File: src/rtl/bpts_ram.sv
// Generic single-port-write, single-port-read synchronous RAM.
// Registered read; no dependencies.
`default_nettype none
module bpts_ram #(
    parameter int unsigned WIDTH = 8,
    parameter int unsigned DEPTH = 64
) (
    input  wire logic                     i_clk,
    input  wire logic                     i_we,
    input  wire logic [$clog2(DEPTH)-1:0] i_waddr,
    input  wire logic [WIDTH-1:0]         i_wdata,
    input  wire logic [$clog2(DEPTH)-1:0] i_raddr,
    output logic      [WIDTH-1:0]         o_rdata
);
    logic [WIDTH-1:0] r_mem [DEPTH];

    always_ff @(posedge i_clk) begin
        if (i_we) begin
            r_mem[i_waddr] <= i_wdata;
        end
        o_rdata <= r_mem[i_raddr];
    end
endmodule
`default_nettype wire

File: config.mk
export PLATFORM = sky130hd
export DESIGN_NAME = bpts_ram
export DESIGN_NICKNAME = d
export VERILOG_FILES = /design/src/rtl/bpts_ram.sv
export SDC_FILE = /design/constraint.sdc
export NUM_CORES = 1
export LEC_CHECK = 0
export BUFFER_PORTS_ARGS = -buffer_cell sky130_fd_sc_hd__buf_2
export CELL_PAD_IN_SITES_DETAIL_PLACEMENT = 2
export CELL_PAD_IN_SITES_GLOBAL_PLACEMENT = 2
export CORE_MARGIN = 4
export CORE_UTILIZATION = 47
export CTS_BUF_LIST = sky130_fd_sc_hd__clkbuf_8
export DETAILED_ROUTE_END_ITERATION = 8
export GPL_TIMING_DRIVEN = 0
export MAX_ROUTING_LAYER = met4
export PLACE_DENSITY = 0.86
export SLEW_MARGIN = 5
export SYNTH_ARGS = -nofsm -noshare
export SYNTH_HDL_FRONTEND = slang
export SYNTH_SLANG_ARGS = --single-unit
File: constraint.sdc
create_clock -name i_clk -period 2.25 [get_ports i_clk]
set_input_delay 0.5625 -clock i_clk [delete_from_list [all_inputs] [get_ports i_clk]]
set_output_delay 0.5625 -clock i_clk [all_outputs]
set_load 0.05 [all_outputs]
==> impl_metrics.py, run 1 <==
metrics = {
    "worst_setup_path": {
        "path_delay_family": "simple AND/OR/NAND/NOR gates",
        "required_ps": 2510,
        "crit_slowest_cell": "nor2_1",
        "crit_chain": "buf_2, nor2b_1, nand3_1, nor2_1",
        "cp-end-kind": "flip-flop",
        "critPathArrivalTime_ps": 2700,
        "worst_path_largest_cell_delay_ps": 1010,
        "crit_fanout": 8,
        "start_kind": "primary input",
        "path_class": "primary input to flip-flop",
        "path_buf_inv": 1,
    },
    "yosys": {
        "synth-main-ff-cell": "edfxtp_1",
        "ys_async_sr_fraction_pct": 0,
        "yosys_warnings": 0,
        "ys_ff_latch": 520,
        "syn_area_mm2": 0.0202,
        "ys_seq_area_share_pct": 77.0,
        "netlist_instances": 940,
        "syn_nets": 962,
        "synth_cell_types": 40,
        "syn-mean-instance-area_um2": 21.5,
        "synth_edf_count": 512,
    },
    "global_routing": {
        "groute.usage.overall_pct": 28.0,
        "grt_pass1_vias": 11463,
        "antenna_found_initial": 3,
        "grt.overflow.total": 0,
        "grt_first_pass_wirelength_mm": 89.2,
        "grt_max_degree": 65,
    },
    "timing": {
        "setup_viol": 156,
        "fin_crit_sh_pct": 108,
        "layout_setup_ws_ps": -189,
        "fmax_mhz": 410,
        "rsz0062_at_grt": "true",
        "clock_skew_ps": 23.7,
        "tightest_slew_ps": 1230,
        "min_period_ps": 2440,
        "worst_hold_slack_ps": 393,
        "final_hold_viol_count": 0,
        "slew_viol_final": 0,
        "slew_headroom_pct": 17.3,
    },
    "placed_design": {
        "dpl.cell_count": 1500,
        "dp_slack_ps": -1350,
        "globalplace.congestion": 0.866,
        "dp_hpwl_mm": 39.9,
        "io_buffers": 21,
    },
    "cts": {
        "cts_max_path_buffers": 3,
        "numCtsBuffers": 83,
        "cts_hold_buf": 0,
        "cts_setup_buffers": 0,
        "root_buffer": "clkbuf_8",
        "path_clk_slew_ps": 70,
        "cts_tree": "yes",
        "clk_latency_ps": 640,
        "cts_sinks": 520,
        "htree_levels": 3,
    },
    "floorplan": {
        "core_area_mm2": 0.0422,
        "fp.dieW_um": 215,
        "dieArea_mm2": 0.0463,
        "fp.dieH_um": 215,
        "num_rows": 75,
        "io_pins": 30,
        "start_util_pct": 47.8,
    },
    "power": {
        "seqPwrFrac_pct": 54.0,
        "ir_drop_v": 0.000415,
        "combPwrFrac_pct": 6.4,
        "p_int_uw": 15200,
        "p_sw_uw": 4760,
        "switching_share_pct": 23.9,
        "p_leak_uw": 0.00716,
        "power_density_mw_per_mm2": 874,
        "clkPwrFrac_pct": 39.6,
    },
    "drt": {
        "drtIter0Drc": 1779,
        "wl_per_cell_um": 39.3,
        "viasPerCell": 6.56,
        "final_antenna_net_count": 0,
        "drc": 0,
        "wl_mm": 64.9,
        "drt-pass1-iter-count": 7,
        "route.vias.total": 10832,
    },
    "final_layout": {
        "finish.utilization_pct": 54.0,
        "multi_input_area_mm2": 0.00450,
        "fin_cells": 1652,
        "seq_area_mm2": 0.0155,
        "nets": 1068,
        "drive_above_1_share_pct": 32.2,
        "nFillCells": 3525,
        "syn_to_final_growth_pct": 13.0,
    },
    "job": {
        "drv_cap": 0,
    },
    "outcome": {
        "failed_checks": "setup timing",
        "outcome": "finished, violations left",
    },
    "hold_path": {
        "hold_path.class": "primary input to flip-flop",
    },
}
## layer usage
metal  vias to the layer above  global-route usage (%)  share of wire (%)
met3                       161                    6.16                9.2
met5                         -                       -                  0
met2                       694                    41.1                 47
li1                       4173                       -                  -
met1                      5804                    38.3                 40
met4                         0                    12.1                4.2
## sequential cells by signal, indices dropped and copies added, names as in the netlist
name     cells
r_mem      512
o_rdata      8
## metrics by stage
| stage | instance area [um^2] | TNS (ps) | total power, uW |
|---|---|---|---|
| after floorplan | 20200 | 0 | 11600 |
| after CTS | 22600 | -917 | 19900 |
| after global placement | 20900 | -209900 | 12000 |
| after detailed placement | 20900 | -299670 | 12200 |
| after global routing | 22800 | -22020 | 20500 |
| final | 22800 | -11030 | 19900 |
## path summary, 6_finish.rpt
path	startpoint	endpoint	slack (ps)	depth (start not counted)
hold reg to reg	r_mem[7][7]$_DFFE_PP_	o_rdata[7]$_DFF_P_	970	4
hold / removal	i_raddr[5]	o_rdata[3]$_DFF_P_	390	2
setup reg to reg	r_mem[28][4]$_DFFE_PP_	o_rdata[4]$_DFF_P_	50	5
setup / recovery	i_we	r_mem[38][6]$_DFFE_PP_	-190	4
## cell type report
type	instances	area share, %
plain buffers	51	1.66
flip-flops and latches	520	68.2
multi-input cells	369	19.8
clock buffers	94	5.68
diodes	2	0.0220
well taps	539	2.96
clock inverters	56	1.20
repair buffers	21	0.549
## Yosys cell counts (2+ instances only)
| library cell | instances | area (um^2) |
|---|---|---|
| edfxtp_1 | 512 | 15400 |
| mux4_2 | 126 | 2840 |
| nor2_1 | 83 | 312 |
| mux2i_1 | 23 | 230 |
| nand2_1 | 19 | 71.3 |
| clkbuf_1 | 17 | 63.8 |
| nor2b_1 | 14 | 87.6 |
| buf_4 | 13 | 97.6 |
| mux2_2 | 13 | 146 |
| nand3_1 | 13 | 65.1 |
| buf_2 | 11 | 55.1 |
| dfxtp_1 | 8 | 160 |
| o221ai_1 | 8 | 70.1 |
| o22ai_1 | 8 | 50.1 |
| nand2b_1 | 7 | 43.8 |
| nor3_1 | 7 | 35.0 |
| a221oi_1 | 6 | 52.6 |
| a211oi_1 | 4 | 30.0 |
| buf_1 | 4 | 15.0 |
| buf_6 | 4 | 45.0 |
| a21oi_1 | 3 | 15.0 |
| a22oi_1 | 3 | 22.5 |
| nand3b_1 | 3 | 22.5 |
| o2111ai_1 | 3 | 26.3 |
| o2bb2ai_1 | 3 | 26.3 |
| a2111oi_0 | 2 | 17.5 |
| buf_12 | 2 | 40.0 |
| nand4_1 | 2 | 12.5 |
| nor4_1 | 2 | 12.5 |
| o21a_1 | 2 | 15.0 |
| o21ai_0 | 2 | 10.0 |
| o21ai_1 | 2 | 10.0 |
| o221a_2 | 2 | 22.5 |
| o32ai_1 | 2 | 17.5 |
| o41ai_1 | 2 | 17.5 |
## layout by cell type (no fill, tap or decap), drive strengths merged, types with 14 or more instances in the layout
cell type,count
nor2,83
nor2b,14
clkbuf,111
clkinv,29
inv,24
edfxtp,512
mux2i,23
buf,55
mux4,126
nand2,19
## cells by family after synthesis
kind of cell	share of synthesized area (%)
flops	77.0
mux	15.9
simple gates	3.39
compound gates	2.07
buf+inv	1.57
## timing repair
action / in CTS / in global routing
setup endpoints to repair: 86 / 279
gates cloned: 0 / 0
resized for setup: 44 / 44
## power by group through the flow
stage	combinational (uW)	clock, uW	sequential (uW)
detailed placement	1190	0	11000
finish	1280	7890	10800
global placement	1100	0	10900
global route	1330	8450	10800
floorplan	571	0	11000
CTS	1220	7920	10800
Note: power is estimated with default switching activity, not from simulation.
==> run 2: changes to the inputs <==
- CORE_UTILIZATION: 47 -> 52
- PLACE_DENSITY: 0.86 -> 0.89
- clock period: 2.25 -> 2.3 ns (I/O delays scaled with it)
==> run 2 against run 1 <==
Net effect:
- via count grew 8.6%
- critical endpoint is now r_mem[23][2]$_DFFE_PP_
- combinational power grew 4%
- worst hold slack lost 60 ps
- critical path depth shrank 1
- utilization grew 6.1 points
- sequential power is essentially flat
- register-to-register slack lost 40 ps
- critical path type unchanged
- the flow still finishes with violations (setup timing)
==> impl_metrics.py, run 2 (synthesized netlist as in run 1, its figures left out) <==
metrics = {
    "outcome": {
        "outcome": "finished, violations left",
        "failed_checks": "setup timing",
    },
    "power": {
        "ir_drop_v": 0.000723,
        "p_leak_uw": 0.00723,
        "power_density_mw_per_mm2": 881,
        "power.total_uw": 20100,
    },
    "drt": {
        "final_antenna_net_count": 0,
        "route.vias.total": 11759,
        "drc": 0,
        "drt-pass1-iter-count": 5,
        "drtIter0Drc": 1947,
        "wl_per_cell_um": 46.5,
        "viasPerCell": 7.23,
        "wl_mm": 75.7,
    },
    "cts": {
        "numCtsBuffers": 85,
        "cts_setup_buffers": 0,
        "cts_hold_buf": 0,
        "htree_levels": 3,
        "clk_latency_ps": 700,
        "root_buffer": "clkbuf_8",
        "path_clk_slew_ps": 70,
        "cts_sinks": 520,
        "cts_max_path_buffers": 3,
        "cts_tree": "yes",
    },
    "worst_setup_path": {
        "worstSetupStartpoint": "i_waddr[2]",
        "crit_fanout": 10,
        "path_class": "primary input to flip-flop",
        "required_ps": 2600,
        "start_kind": "primary input",
        "critPathArrivalTime_ps": 2930,
        "cp-end-kind": "flip-flop",
        "rr_worst_depth": 5,
        "r2r-end": "o_rdata[4]$_DFF_P_",
        "rr_startpoint": "r_mem[21][4]$_DFFE_PP_",
        "regToRegSetupSlack_ps": 10,
    },
    "timing": {
        "setup_tns_ps": -14120,
        "slew_headroom_pct": 15.8,
        "final_hold_viol_count": 0,
        "slew_viol_final": 0,
        "clock_skew_ps": 51.7,
        "fmax_mhz": 380,
        "rsz0062_at_grt": "true",
        "fin_crit_sh_pct": 115,
        "min_period_ps": 2630,
        "layout_setup_ws_ps": -335,
        "setup_viol": 140,
        "tightest_slew_ps": 1250,
    },
    "floorplan": {
        "core_area_mm2": 0.0379,
        "fp.dieW_um": 205,
        "num_rows": 71,
        "dieArea_mm2": 0.0420,
        "io_pins": 30,
        "start_util_pct": 53.2,
        "fp.dieH_um": 205,
    },
    "global_routing": {
        "grt_max_degree": 65,
        "grt_pass1_vias": 11933,
        "grt.overflow.total": 0,
        "antenna_found_initial": 2,
        "grt_first_pass_wirelength_mm": 101,
        "groute.usage.overall_pct": 36.5,
    },
    "hold_path": {
        "min_path_cells": 2,
        "hold_path.class": "primary input to flip-flop",
        "min_to": "o_rdata[3]$_DFF_P_",
        "hp-start": "i_raddr[5]",
    },
    "final_layout": {
        "nFillCells": 2992,
        "drive_above_1_share_pct": 32.6,
        "layout_common_cells": "512 x edfxtp_1, 126 x mux4_2, 97 x clkbuf_8",
        "largest_reg_flops": 512,
        "reg_top3": "r_mem (512), o_rdata (8)",
        "nets": 1071,
        "regMostFlops": "r_mem",
        "syn_to_final_growth_pct": 13.0,
        "final_common_cell": "edfxtp_1",
    },
    "job": {
        "drv_cap": 0,
    },
    "placed_design": {
        "dp_hpwl_mm": 41.3,
        "globalplace.congestion": 0.991,
        "io_buffers": 21,
    },
}
## run 2: through the flow
stage | std cells | setup WS (ps) | util, % | hold WS, ps | cell area (um^2)
6_report | 1627 | -335 | 60.1 | 333 | 22800
5_1_grt | 1627 | -283 | 60.1 | 292 | 22800
4_1_cts | 1625 | -110 | 59.7 | 318 | 22700
3_5_place_dp | 1472 | -1210 | 55.1 | 899 | 20900
3_3_place_gp | 1472 | -985 | 55.1 | 910 | 20900
2_1_floorplan | 940 | 57.3 | - | 674 | 20200
## run 2: worst max-delay path by stage
stage	to	slack, ps	cells past startpoint
finish	r_mem[23][2]$_DFFE_PP_	-330	3
global route	r_mem[23][2]$_DFFE_PP_	-280	3
CTS	r_mem[48][3]$_DFFE_PP_	-110	4
detailed placement	o_rdata[4]$_DFF_P_	-1210	8
global placement	o_rdata[7]$_DFF_P_	-990	7
floorplan	o_rdata[3]$_DFF_P_	60	7
## run 2: what timing repair did
item / 4_1_cts / 5_1_grt
gates cloned: 0 / 0
resized for setup: 62 / 31
endpoints found under the setup margin: 141 / 159
pin swaps: 0 / 0
## run 2: report_power, final
part / total, uW / internal [uW] / switching [uW]
sequential: 10500 / 10500 / 40.7
combinational: 1330 / 398 / 931
clock: 8230 / 3950 / 4280
## run 2: per-layer routing
layer	global-route usage, %	vias to the layer above	wire length, um
li1	-	4175	-
met1	46.9	6238	27500
met2	56.5	1116	36600
met3	9.20	230	8290
met4	15.1	0	3310
met5	-	-	0
## run 2: cell type report
cell class	count	area [um^2]	area share [%]
clock buffers	97	1340	5.86
clock inverters	56	243	1.06
plain buffers	51	382	1.67
well taps	511	639	2.80
multi-input cells	369	4520	19.8
repair buffers	22	143	0.626
diodes	1	2.50	0.0110
flip-flops and latches	520	15500	68.2
## run 2: worst max-delay path, cell delays in order
cell and delay, ps:
clkbuf_1 410, nand4_1 870, nor2_1 1060
